==> src/lrsa_pkg.sv <==
`default_nettype none
// ----------------------------------------------------------------------------
// lrsa_pkg
// Shared types, constants and elaboration-time tables of the LED ring
// status animator.
// ----------------------------------------------------------------------------
package lrsa_pkg;

    localparam int RING_LEDS_DEFAULT = 24;

    localparam int IDX_W   = 6;
    localparam int COLOR_W = 8;
    localparam int MODE_W  = 3;
    localparam int TICKS_W = 7;
    localparam int LEVEL_W = 8;
    localparam int LIT_W   = 7;
    localparam int PHASE_W = 7;

    localparam logic [TICKS_W-1:0] OVERLAY_TICKS_RESET = 7'd75;

    localparam logic [COLOR_W-1:0] BOOT_LEVEL_0   = 8'd80;
    localparam logic [COLOR_W-1:0] BOOT_LEVEL_1   = 8'd35;
    localparam logic [COLOR_W-1:0] BOOT_LEVEL_2   = 8'd10;
    localparam logic [COLOR_W-1:0] STREAM_LEVEL_0 = 8'd60;
    localparam logic [COLOR_W-1:0] STREAM_LEVEL_1 = 8'd30;
    localparam logic [COLOR_W-1:0] STREAM_LEVEL_2 = 8'd10;
    localparam logic [COLOR_W-1:0] BAR_LEVEL      = 8'd60;
    localparam logic [COLOR_W-1:0] MUTE_LEVEL     = 8'd12;
    localparam logic [COLOR_W-1:0] ERROR_LEVEL    = 8'd80;

    localparam int BOOT_STEP     = 6;
    localparam int ERROR_STEP    = 10;
    localparam int STREAM_PERIOD = 80;
    localparam int WAKE_PERIOD   = 100;
    localparam int SPEAK_PERIOD  = 120;
    localparam int CAPT_PERIOD   = 75;

    localparam logic [63:0] Q30_ONE     = 64'd1073741824;
    localparam logic [63:0] HALF_PI_Q30 = 64'd1686629713;

    typedef enum logic [MODE_W-1:0] {
        MODE_BOOT,
        MODE_IDLE,
        MODE_WAKE,
        MODE_STREAM,
        MODE_SPEAK,
        MODE_MUTE,
        MODE_ERROR,
        MODE_CAPTURE
    } t_mode;

    typedef enum logic [1:0] {
        PULSE_WAKE,
        PULSE_SPEAK,
        PULSE_CAPT_RED,
        PULSE_CAPT_BLUE
    } t_pulse;

    typedef struct packed {
        logic [MODE_W-1:0]  display_mode;
        logic               volume_request;
        logic [LEVEL_W-1:0] volume_percent;
    } t_tick;

    typedef struct packed {
        logic [IDX_W-1:0]   pixel_index;
        logic [COLOR_W-1:0] red;
        logic [COLOR_W-1:0] green;
        logic [COLOR_W-1:0] blue;
        logic               frame_last;
    } t_pixel;

    typedef logic [TICKS_W-1:0] t_cfg;

    typedef logic [127:0][COLOR_W-1:0]          t_pulse_rom;
    typedef logic [255:0][LIT_W-1:0]            t_lit_rom;
    typedef logic [STREAM_PERIOD-1:0][IDX_W-1:0] t_stream_rom;

    function automatic logic [63:0] div_period(logic [63:0] v, t_pulse sel);
        case (sel)
            PULSE_WAKE:  return v / 64'd100;
            PULSE_SPEAK: return v / 64'd120;
            default:     return v / 64'd75;
        endcase
    endfunction

    function automatic logic [63:0] period_of(t_pulse sel);
        case (sel)
            PULSE_WAKE:  return 64'(WAKE_PERIOD);
            PULSE_SPEAK: return 64'(SPEAK_PERIOD);
            default:     return 64'(CAPT_PERIOD);
        endcase
    endfunction

    // taylor term divisors, sine (2n)(2n+1) and cosine (2n-1)(2n)
    function automatic logic [63:0] term_div(logic [63:0] t, logic [2:0] n, logic odd);
        if (odd) begin
            case (n)
                3'd1:    return t / 64'd6;
                3'd2:    return t / 64'd20;
                3'd3:    return t / 64'd42;
                3'd4:    return t / 64'd72;
                3'd5:    return t / 64'd110;
                3'd6:    return t / 64'd156;
                default: return t / 64'd210;
            endcase
        end else begin
            case (n)
                3'd1:    return t / 64'd2;
                3'd2:    return t / 64'd12;
                3'd3:    return t / 64'd30;
                3'd4:    return t / 64'd56;
                3'd5:    return t / 64'd90;
                3'd6:    return t / 64'd132;
                default: return t / 64'd182;
            endcase
        end
    endfunction

    function automatic logic [63:0] series_q30(logic [63:0] x, logic odd);
        logic [63:0] x2;
        logic [63:0] t;
        longint      sum;
        x2  = (x * x) >> 30;
        t   = odd ? x : Q30_ONE;
        sum = longint'(t);
        for (int n = 1; n <= 7; n++) begin
            t = term_div((t * x2) >> 30, 3'(n), odd);
            if ((n & 1) == 1) begin
                sum = sum - longint'(t);
            end else begin
                sum = sum + longint'(t);
            end
        end
        if (sum < 0) begin
            sum = 0;
        end
        if (sum > longint'(Q30_ONE)) begin
            sum = longint'(Q30_ONE);
        end
        return 64'(sum);
    endfunction

    function automatic longint sine_q30(logic [63:0] k, t_pulse sel);
        logic [63:0] q;
        logic [63:0] quad;
        logic [63:0] r;
        logic        use_sin;
        longint      mag;
        q       = 64'd4 * k;
        quad    = div_period(q, sel);
        r       = q - quad * period_of(sel);
        use_sin = (quad[0] == 1'b0);
        if (r == 64'd0) begin
            mag = use_sin ? 0 : longint'(Q30_ONE);
        end else begin
            mag = longint'(series_q30(div_period(HALF_PI_Q30 * r, sel), use_sin));
        end
        return (quad >= 64'd2) ? -mag : mag;
    endfunction

    function automatic logic [COLOR_W-1:0] pulse_entry(logic [63:0] k, t_pulse sel);
        longint a;
        longint b;
        longint s;
        longint v;
        case (sel)
            PULSE_WAKE:     begin a = 20; b = 60; end
            PULSE_SPEAK:    begin a = 15; b = 55; end
            PULSE_CAPT_RED: begin a = 5;  b = 25; end
            default:        begin a = 25; b = 35; end
        endcase
        s = sine_q30(k, sel);
        v = ((2 * a + b) <<< 30) + b * s;
        if (v < 0) begin
            v = 0;
        end
        return COLOR_W'(v >>> 31);
    endfunction

    function automatic t_pulse_rom build_pulse_rom(t_pulse sel);
        t_pulse_rom rom;
        for (int k = 0; k < 128; k++) begin
            if (64'(k) < period_of(sel)) begin
                rom[k] = pulse_entry(64'(k), sel);
            end else begin
                rom[k] = '0;
            end
        end
        return rom;
    endfunction

    function automatic t_lit_rom build_lit_rom(int n);
        t_lit_rom rom;
        int       v;
        for (int lv = 0; lv < 256; lv++) begin
            v = (lv * n + 50) / 100;
            if (v > n) begin
                v = n;
            end
            rom[lv] = LIT_W'(v);
        end
        return rom;
    endfunction

    function automatic t_stream_rom build_stream_rom(int n);
        t_stream_rom rom;
        for (int m = 0; m < STREAM_PERIOD; m++) begin
            rom[m] = IDX_W'((m * n) / STREAM_PERIOD);
        end
        return rom;
    endfunction

    localparam t_pulse_rom WAKE_ROM      = build_pulse_rom(PULSE_WAKE);
    localparam t_pulse_rom SPEAK_ROM     = build_pulse_rom(PULSE_SPEAK);
    localparam t_pulse_rom CAPT_RED_ROM  = build_pulse_rom(PULSE_CAPT_RED);
    localparam t_pulse_rom CAPT_BLUE_ROM = build_pulse_rom(PULSE_CAPT_BLUE);

endpackage
`default_nettype wire

==> src/lrsa_stream_if.sv <==
`default_nettype none
// ----------------------------------------------------------------------------
// lrsa_stream_if
// Valid/ready channel carrying one payload item per handshake.
// ----------------------------------------------------------------------------
interface lrsa_stream_if #(
    parameter type T = logic
);
    logic valid;
    logic ready;
    T     payload;

    modport source (output valid, output payload, input ready);
    modport sink   (input valid, input payload, output ready);
endinterface
`default_nettype wire

==> src/led_ring_status_animator.sv <==
// path: pixel 0 of a tick is registered first in the frame descriptor r_cur, then in r_out
// flow: one pixel a cycle through the single output register while o_pixel is
//   not stalled; the next tick is taken as the last pixel enters it
// reset: synchronous active low, clears frame phases, overlay and output,
//   mode to boot, overlay_ticks to 75; no memory clearing pass
`default_nettype none
// ----------------------------------------------------------------------------
// led_ring_status_animator
// Renders one ring frame per animation tick: mode animations, pulse tables
// and a volume bar overlay, streamed out one pixel per cycle when not stalled.
// ----------------------------------------------------------------------------
module led_ring_status_animator #(
    parameter int RING_LEDS = lrsa_pkg::RING_LEDS_DEFAULT
) (
    input  logic          i_clk,
    input  logic          i_rst_n,
    lrsa_stream_if.sink   i_cfg,
    lrsa_stream_if.sink   i_tick,
    lrsa_stream_if.source o_pixel
);

    localparam int IDX_W   = lrsa_pkg::IDX_W;
    localparam int COLOR_W = lrsa_pkg::COLOR_W;
    localparam int LIT_W   = lrsa_pkg::LIT_W;
    localparam int PHASE_W = lrsa_pkg::PHASE_W;

    localparam logic [IDX_W-1:0]   LAST_IDX      = IDX_W'(RING_LEDS - 1);
    localparam logic [LIT_W-1:0]   RING_N        = LIT_W'(RING_LEDS);
    localparam logic [2:0]         BOOT_LAST     = 3'(lrsa_pkg::BOOT_STEP - 1);
    localparam logic [3:0]         ERROR_LAST    = 4'(lrsa_pkg::ERROR_STEP - 1);
    localparam logic [PHASE_W-1:0] STREAM_LAST   = PHASE_W'(lrsa_pkg::STREAM_PERIOD - 1);
    localparam logic [PHASE_W-1:0] WAKE_LAST     = PHASE_W'(lrsa_pkg::WAKE_PERIOD - 1);
    localparam logic [PHASE_W-1:0] SPEAK_LAST    = PHASE_W'(lrsa_pkg::SPEAK_PERIOD - 1);
    localparam logic [PHASE_W-1:0] CAPT_LAST     = PHASE_W'(lrsa_pkg::CAPT_PERIOD - 1);

    localparam lrsa_pkg::t_lit_rom    LIT_ROM    = lrsa_pkg::build_lit_rom(RING_LEDS);
    localparam lrsa_pkg::t_stream_rom STREAM_ROM = lrsa_pkg::build_stream_rom(RING_LEDS);

    typedef struct packed {
        logic                bar;
        logic [LIT_W-1:0]    lit;
        lrsa_pkg::t_mode     mode;
        logic [IDX_W-1:0]    center;
        logic [COLOR_W-1:0]  red;
        logic [COLOR_W-1:0]  green;
        logic [COLOR_W-1:0]  blue;
    } t_frame;

    typedef struct packed {
        logic [31:0]        frame;
        logic [PHASE_W-1:0] m80;
        logic [PHASE_W-1:0] m100;
        logic [PHASE_W-1:0] m120;
        logic [PHASE_W-1:0] m75;
        logic [2:0]         s6;
        logic [IDX_W-1:0]   pos;
        logic [3:0]         s10;
        logic               par;
    } t_phase;

    logic [lrsa_pkg::TICKS_W-1:0] r_ticks;
    logic [lrsa_pkg::TICKS_W-1:0] r_left, n_left;
    logic [lrsa_pkg::LEVEL_W-1:0] r_level, n_level;
    lrsa_pkg::t_mode              r_prev, n_prev;
    t_phase                       r_ph, n_ph;
    t_frame                       r_cur, n_cur;
    logic                         r_cur_v;
    logic [IDX_W-1:0]             r_pix;
    logic                         r_out_v;
    lrsa_pkg::t_pixel             r_out, n_out;

    lrsa_pkg::t_tick              tick;
    lrsa_pkg::t_mode              mode;
    logic [lrsa_pkg::TICKS_W-1:0] left_eff;
    t_phase                       ph;
    logic                         emit;
    logic                         last;
    logic                         accept;
    logic [LIT_W-1:0]             d_raw;
    logic [LIT_W-1:0]             d_fwd;
    logic [LIT_W-1:0]             d_back;
    logic [LIT_W-1:0]             gap;

    assign i_cfg.ready   = 1'b1;
    assign emit          = r_cur_v && (!r_out_v || o_pixel.ready);
    assign last          = (r_pix == LAST_IDX);
    assign i_tick.ready  = !r_cur_v || (emit && last);
    assign accept        = i_tick.valid && i_tick.ready;
    assign o_pixel.valid = r_out_v;
    assign o_pixel.payload = r_out;

    // tick update: overlay or animation, plus frame descriptor
    always_comb begin
        tick     = i_tick.payload;
        mode     = lrsa_pkg::t_mode'(tick.display_mode);
        n_level  = tick.volume_request ? tick.volume_percent : r_level;
        left_eff = tick.volume_request ? r_ticks : r_left;
        ph       = (mode != r_prev) ? '0 : r_ph;
        n_left   = left_eff;
        n_prev   = r_prev;
        n_ph     = r_ph;
        n_cur    = '0;
        n_cur.mode = mode;
        if (left_eff != '0) begin
            n_cur.bar = 1'b1;
            n_cur.lit = LIT_ROM[n_level];
            n_left    = left_eff - 1'b1;
        end else begin
            n_prev = mode;
            case (mode)
                lrsa_pkg::MODE_BOOT:    n_cur.center = ph.pos;
                lrsa_pkg::MODE_STREAM:  n_cur.center = STREAM_ROM[ph.m80];
                lrsa_pkg::MODE_WAKE:    n_cur.blue   = lrsa_pkg::WAKE_ROM[ph.m100];
                lrsa_pkg::MODE_SPEAK:   n_cur.green  = lrsa_pkg::SPEAK_ROM[ph.m120];
                lrsa_pkg::MODE_MUTE:    n_cur.red    = lrsa_pkg::MUTE_LEVEL;
                lrsa_pkg::MODE_ERROR:   n_cur.red    = ph.par ? '0 : lrsa_pkg::ERROR_LEVEL;
                lrsa_pkg::MODE_CAPTURE: begin
                    n_cur.red  = lrsa_pkg::CAPT_RED_ROM[ph.m75];
                    n_cur.blue = lrsa_pkg::CAPT_BLUE_ROM[ph.m75];
                end
                default: ;
            endcase
            // counter wrap returns every phase to zero
            if (ph.frame == '1) begin
                n_ph = '0;
            end else begin
                n_ph.frame = ph.frame + 32'd1;
                n_ph.m80   = (ph.m80 == STREAM_LAST) ? '0 : ph.m80 + 1'b1;
                n_ph.m100  = (ph.m100 == WAKE_LAST) ? '0 : ph.m100 + 1'b1;
                n_ph.m120  = (ph.m120 == SPEAK_LAST) ? '0 : ph.m120 + 1'b1;
                n_ph.m75   = (ph.m75 == CAPT_LAST) ? '0 : ph.m75 + 1'b1;
                n_ph.s6    = (ph.s6 == BOOT_LAST) ? '0 : ph.s6 + 1'b1;
                n_ph.pos   = ph.pos;
                if (ph.s6 == BOOT_LAST) begin
                    n_ph.pos = (ph.pos == LAST_IDX) ? '0 : ph.pos + 1'b1;
                end
                n_ph.s10   = (ph.s10 == ERROR_LAST) ? '0 : ph.s10 + 1'b1;
                n_ph.par   = (ph.s10 == ERROR_LAST) ? !ph.par : ph.par;
            end
        end
    end

    // pixel from frame descriptor
    always_comb begin
        d_raw  = {1'b0, r_pix} + RING_N - {1'b0, r_cur.center};
        d_fwd  = (d_raw >= RING_N) ? d_raw - RING_N : d_raw;
        d_back = RING_N - d_fwd;
        gap    = (d_fwd < d_back) ? d_fwd : d_back;
        n_out  = '0;
        n_out.pixel_index = r_pix;
        n_out.frame_last  = last;
        if (r_cur.bar) begin
            if ({1'b0, r_pix} < r_cur.lit) begin
                n_out.red   = lrsa_pkg::BAR_LEVEL;
                n_out.green = lrsa_pkg::BAR_LEVEL;
                n_out.blue  = lrsa_pkg::BAR_LEVEL;
            end
        end else if (r_cur.mode == lrsa_pkg::MODE_BOOT) begin
            case (gap)
                7'd0:    n_out.red = lrsa_pkg::BOOT_LEVEL_0;
                7'd1:    n_out.red = lrsa_pkg::BOOT_LEVEL_1;
                7'd2:    n_out.red = lrsa_pkg::BOOT_LEVEL_2;
                default: n_out.red = '0;
            endcase
            n_out.green = n_out.red;
            n_out.blue  = n_out.red;
        end else if (r_cur.mode == lrsa_pkg::MODE_STREAM) begin
            case (gap)
                7'd0:    n_out.blue = lrsa_pkg::STREAM_LEVEL_0;
                7'd1:    n_out.blue = lrsa_pkg::STREAM_LEVEL_1;
                7'd2:    n_out.blue = lrsa_pkg::STREAM_LEVEL_2;
                default: n_out.blue = '0;
            endcase
        end else begin
            n_out.red   = r_cur.red;
            n_out.green = r_cur.green;
            n_out.blue  = r_cur.blue;
        end
    end

    always_ff @(posedge i_clk) begin
        if (!i_rst_n) begin
            r_ticks <= lrsa_pkg::OVERLAY_TICKS_RESET;
            r_left  <= '0;
            r_level <= '0;
            r_prev  <= lrsa_pkg::MODE_BOOT;
            r_ph    <= '0;
            r_cur_v <= 1'b0;
            r_pix   <= '0;
            r_out_v <= 1'b0;
        end else begin
            if (i_cfg.valid) begin
                r_ticks <= i_cfg.payload;
            end
            if (accept) begin
                r_left  <= n_left;
                r_level <= n_level;
                r_prev  <= n_prev;
                r_ph    <= n_ph;
                r_cur_v <= 1'b1;
            end else if (emit && last) begin
                r_cur_v <= 1'b0;
            end
            if (emit) begin
                r_pix   <= last ? '0 : r_pix + 1'b1;
                r_out_v <= 1'b1;
            end else if (o_pixel.ready) begin
                r_out_v <= 1'b0;
            end
        end
    end

    always_ff @(posedge i_clk) begin
        if (accept) begin
            r_cur <= n_cur;
        end
        if (emit) begin
            r_out <= n_out;
        end
    end

    a_index_range: assert property (@(posedge i_clk) disable iff (!i_rst_n)
        r_out_v |-> (int'(r_out.pixel_index) < RING_LEDS))
        else $error("pixel index beyond ring");

    a_take_at_frame_end: assert property (@(posedge i_clk) disable iff (!i_rst_n)
        (accept && r_cur_v) |-> (emit && last))
        else $error("tick taken while frame still streaming");

    a_frame_continues: assert property (@(posedge i_clk) disable iff (!i_rst_n)
        (r_out_v && o_pixel.ready && !r_out.frame_last) |=> r_out_v)
        else $error("frame broken before its last pixel");

    a_pos_range: assert property (@(posedge i_clk) disable iff (!i_rst_n)
        int'(r_ph.pos) < RING_LEDS)
        else $error("chaser position beyond ring");

endmodule
`default_nettype wire

==> src/flat_wrapper.sv <==
// flat-port wrapper written by rule: the top's interface ports become plain ports
module led_ring_status_animator_flat 
#(
    parameter int RING_LEDS = lrsa_pkg::RING_LEDS_DEFAULT
)
  (i_clk, i_rst_n, i_cfg_valid, i_cfg_payload, i_cfg_ready, i_tick_valid, i_tick_payload, i_tick_ready, o_pixel_valid, o_pixel_payload, o_pixel_ready);
  lrsa_stream_if #(.T(lrsa_pkg::t_cfg)) i_cfg_i ();
  lrsa_stream_if #(.T(lrsa_pkg::t_tick)) i_tick_i ();
  lrsa_stream_if #(.T(lrsa_pkg::t_pixel)) o_pixel_i ();
  input  logic i_clk;
  input  logic i_rst_n;
  input wire logic [$bits(i_cfg_i.valid)-1:0] i_cfg_valid;
  input wire logic [$bits(i_cfg_i.payload)-1:0] i_cfg_payload;
  output wire logic [$bits(i_cfg_i.ready)-1:0] i_cfg_ready;
  input wire logic [$bits(i_tick_i.valid)-1:0] i_tick_valid;
  input wire logic [$bits(i_tick_i.payload)-1:0] i_tick_payload;
  output wire logic [$bits(i_tick_i.ready)-1:0] i_tick_ready;
  output wire logic [$bits(o_pixel_i.valid)-1:0] o_pixel_valid;
  output wire logic [$bits(o_pixel_i.payload)-1:0] o_pixel_payload;
  input wire logic [$bits(o_pixel_i.ready)-1:0] o_pixel_ready;
  assign i_cfg_i.valid = i_cfg_valid;
  assign i_cfg_i.payload = i_cfg_payload;
  assign i_cfg_ready = i_cfg_i.ready;
  assign i_tick_i.valid = i_tick_valid;
  assign i_tick_i.payload = i_tick_payload;
  assign i_tick_ready = i_tick_i.ready;
  assign o_pixel_valid = o_pixel_i.valid;
  assign o_pixel_payload = o_pixel_i.payload;
  assign o_pixel_i.ready = o_pixel_ready;
  led_ring_status_animator #(.RING_LEDS(RING_LEDS)) u_core (.i_clk(i_clk), .i_rst_n(i_rst_n), .i_cfg(i_cfg_i), .i_tick(i_tick_i), .o_pixel(o_pixel_i));
endmodule
==> config.mk <==
export PLATFORM = sky130hd
export DESIGN_NAME = led_ring_status_animator_flat
export DESIGN_NICKNAME = d
export VERILOG_FILES = /design/src/lrsa_pkg.sv /design/src/lrsa_stream_if.sv /design/src/led_ring_status_animator.sv /design/src/flat_wrapper.sv
export SDC_FILE = /design/constraint.sdc
export NUM_CORES = 1
export LEC_CHECK = 0
export ABC_AREA = 1
export BUFFER_PORTS_ARGS = -buffer_cell sky130_fd_sc_hd__buf_2
export CORE_MARGIN = 2
export CORE_UTILIZATION = 65
export DETAILED_ROUTE_END_ITERATION = 16
export PLACE_DENSITY = 0.93
export SYNTH_ARGS = -nofsm -noshare
export SYNTH_HDL_FRONTEND = slang
export SYNTH_SLANG_ARGS = --single-unit
==> constraint.sdc <==
create_clock -name i_clk -period 5.45 [get_ports i_clk]
set_input_delay 0.545 -clock i_clk [delete_from_list [all_inputs] [get_ports i_clk]]
set_output_delay 0.545 -clock i_clk [all_outputs]
set_load 0.01 [all_outputs]
==> metrics <==
Max Clk Rate 0.240 GHz; post-synthesis cell type with the largest combined area dfxtp_1; cells after synthesis 1838; number of antenna violations at the first check in global routing 0; # diodes 0; area inside the core boundary 19300 um^2; layout-stage area growth over the synthesis result 7.37%; flops & latches, synth 170; leakage component of the power 5.47 nW; Max Root-Sink Buffers 2; Async SR Flop Fraction 0%; number of placed instances, taps included 2101; postcts setup bufs 0; crit share post-route 76.5%; Max-slew headroom 36.2%; element type at the critical path start flop; global-route wire length before repair 54300 um; Net count, final 1953; endpoint kind of the worst setup timing path flop; Main synth FF type dfxtp_1; cell with the largest stage delay on the worst path dfxtp_1; CTS tree yes; post-layout power 3.08 mW; Avg WL per Cell 15.6 um; Hold Violations, Final 0; Final GP Congestion 0.999; Crit. path cell count 27; Worst VDD drop 0.000214 V; overall global routing resource usage 32.0%; number of max-slew violations in the final report 0; Setup crit start u_core.r_pix[3]; antenna-violating nets left 0; worst hold path depth 3; leading cell types by total area after synthesis dfxtp_1 (17%), edfxtp_1 (15%), nand2_1 (12%); root cell of the clock tree clkbuf_16; # port buffers 53; die area 20700 um^2; first-iteration detailed-routing DRC count 1556; first drt pass iteration count 6; total number of yosys warnings 0; Power per Cell Area 225 nW/um^2; placed cell area 13100 um^2; final core utilization 70.6%; remaining design rule violation count 0; worst endpoint required time 5.63 ns; sinks on the clock net 170; CP arrival 4.35 ns; count of different cell masters after synthesis 58; measured slew at the worst slew-check pin 0.953 ns; top-level I/O count 58; setup TNS 0 ns; synthesized cell area 12700 um^2; fraction of post-synthesis cell area in the top cell type by area 16.8%; final-report setup violation count 0; clock buffers created by TritonCTS 17; outcome finished, final reports clean; Reg2Reg Depth 27; worst-skew pair later-pin latency 0.44 ns; sum of overflow across all layers after global routing 0; part of the Yosys area used for sequential elements 31.7%; die span in x 144 um; sum of routed wire length over all layers 33400 um; Die Height 144 um; buffering stage count on the worst path with inverters included 4; post-route cell area 13700 um^2; Most Frequent Cell on Critical Path nand2_1; initial core utilization 65.8%; register clock-pin slew on the reported worst setup and hold paths 0.07 ns; HPWL after DPL 23500 um; CP top delay family simple AND/OR/NAND/NOR gates; number of enable-type register cells in the synthesized netlist 63; maximum capacitance violations 0; clock period minus worst slack 4.17 ns; total vias in the final route 12861; startpoint of the most critical hold path i_cfg_payload[0]; delay of the slowest critical-path stage 0.48 ns; worst hold path class input port to flop; r2r startpoint u_core.r_pix[3]; routed via count divided by cell count 6.03; via count of the first global-routing pass 11402; critical-path maximum fanout 8; number of buffers added to fix hold violations after cts 0; Mapped Avg Cell Area 6.92 um^2; number of core rows 51; Resized cells post-CTS 0; classification of the worst setup path flop to flop; final cell count without fillers 2133; maximum number of pins on one net before global-route repair 84; clock skew 0.0109 ns; number of levels in the clock H-tree 4; RSZ-0062 raised after global routing false; fraction of final layout cells sized beyond drive strength 1 9.53%
[path summary, 6_finish.rpt]
check / to / slack, ns
setup / recovery: u_core.o_pixel.payload[13] / 1.28
hold / removal: u_core.r_ticks[0] / 0.32
setup reg to reg: u_core.o_pixel.payload[13] / 1.28
hold reg to reg: u_core.r_left[3] / 0.46
[layer usage]
layer / wire, um / GRT usage (%) / up-vias / part of all wire (%)
met5: 0 / 0 / - / 0
met4: 525 / 7.84 / 0 / 1.6
met3: 2770 / 5.20 / 70 / 8.3
met2: 16000 / 53.3 / 624 / 48
met1: 14100 / 43.5 / 5922 / 42
li1: - / - / 6245 / -
[worst min-delay path, stage by stage]
cell and delay (ns):
buf_2 0.07, nand2_1 0.04, nand3_1 0.06
[sequential cells by signal (all words and copies together), names as in the netlist]
register and flops:
u_core.r_pix 6, u_core.o_pixel.payload 28, u_core.r_cur 35, u_core.r_left 7, u_core.r_ticks 7, u_core.r_ph 74, u_core.r_level 8, u_core.r_prev 3
u_core.o_pixel.valid 1, u_core.r_cur_v 1
[cells in the mapped netlist (12+ instances only)]
cell / count
nand3_1: 124
o21ai_0: 115
xor2_1: 22
buf_2: 24
edfxtp_1: 63
nor2_1: 166
a21oi_1: 153
nand4_1: 69
inv_2: 12
ha_1: 73
o21ai_1: 14
inv_1: 228
nand2_1: 392
clkbuf_1: 31
or2_2: 14
nor3_1: 24
a211oi_1: 15
o211ai_1: 19
dfxtp_1: 107
nor2_2: 23
[layout by cell type, fill, tap and decap left out, drive strengths merged, types with 5 or more instances in the layout]
| cell type | instances |
|---|---|
| a211oi | 15 |
| a21oi | 153 |
| a311oi | 6 |
| a31oi | 9 |
| buf | 64 |
| clkbuf | 20 |
| clkinv | 8 |
| dfxtp | 107 |
| edfxtp | 63 |
| ha | 73 |
| inv | 248 |
| mux2i | 7 |
| nand2 | 399 |
| nand3 | 128 |
| nand3b | 5 |
| nand4 | 71 |
| nor2 | 200 |
| nor3 | 32 |
| nor4 | 6 |
| o2111ai | 9 |
| o211ai | 19 |
| o21ai | 129 |
| o221ai | 6 |
| o22ai | 9 |
| o311ai | 7 |
| o31ai | 5 |
| or2 | 16 |
| xnor2 | 8 |
| xor2 | 22 |
[cell type report]
cell class	instances	area, um^2
Clock inverter	12	124
Multi-Input combinational cell	1357	7420
Timing Repair Buffer	64	348
Inverter	245	922
Clock buffer	20	479
Tap cell	265	332
Fill cell	1549	5680
Sequential cell	170	4030
[where the power goes]
group / internal [mW] / switching (mW)
Clock: 0.697 / 0.548
Sequential: 1.37 / 0.0206
Combinational: 0.139 / 0.303
[logic make-up (layout without fill, tap and decap cells)]
group	Yosys count	in the layout	synth area share, %
other cells	2	4	0.0591
flops	170	170	31.7
xor+xnor	30	30	2.07
fa+ha+maj	74	74	7.34
simple gates	865	865	31.4
buf+inv	313	341	10.0
compound gates	377	377	16.9
mux	7	7	0.551
[per-stage QoR]
| step | setup slack (ns) | hold slack (ns) |
|---|---|---|
| after floorplan | 1.79 | 0.429 |
| after global placement | 1.48 | 0.441 |
| after detailed placement | 1.37 | 0.452 |
| after CTS | 1.33 | 0.311 |
| after global routing | 0.875 | 0.325 |
| final | 1.28 | 0.315 |
No activity file was read; power rests on OpenSTA's default activity.
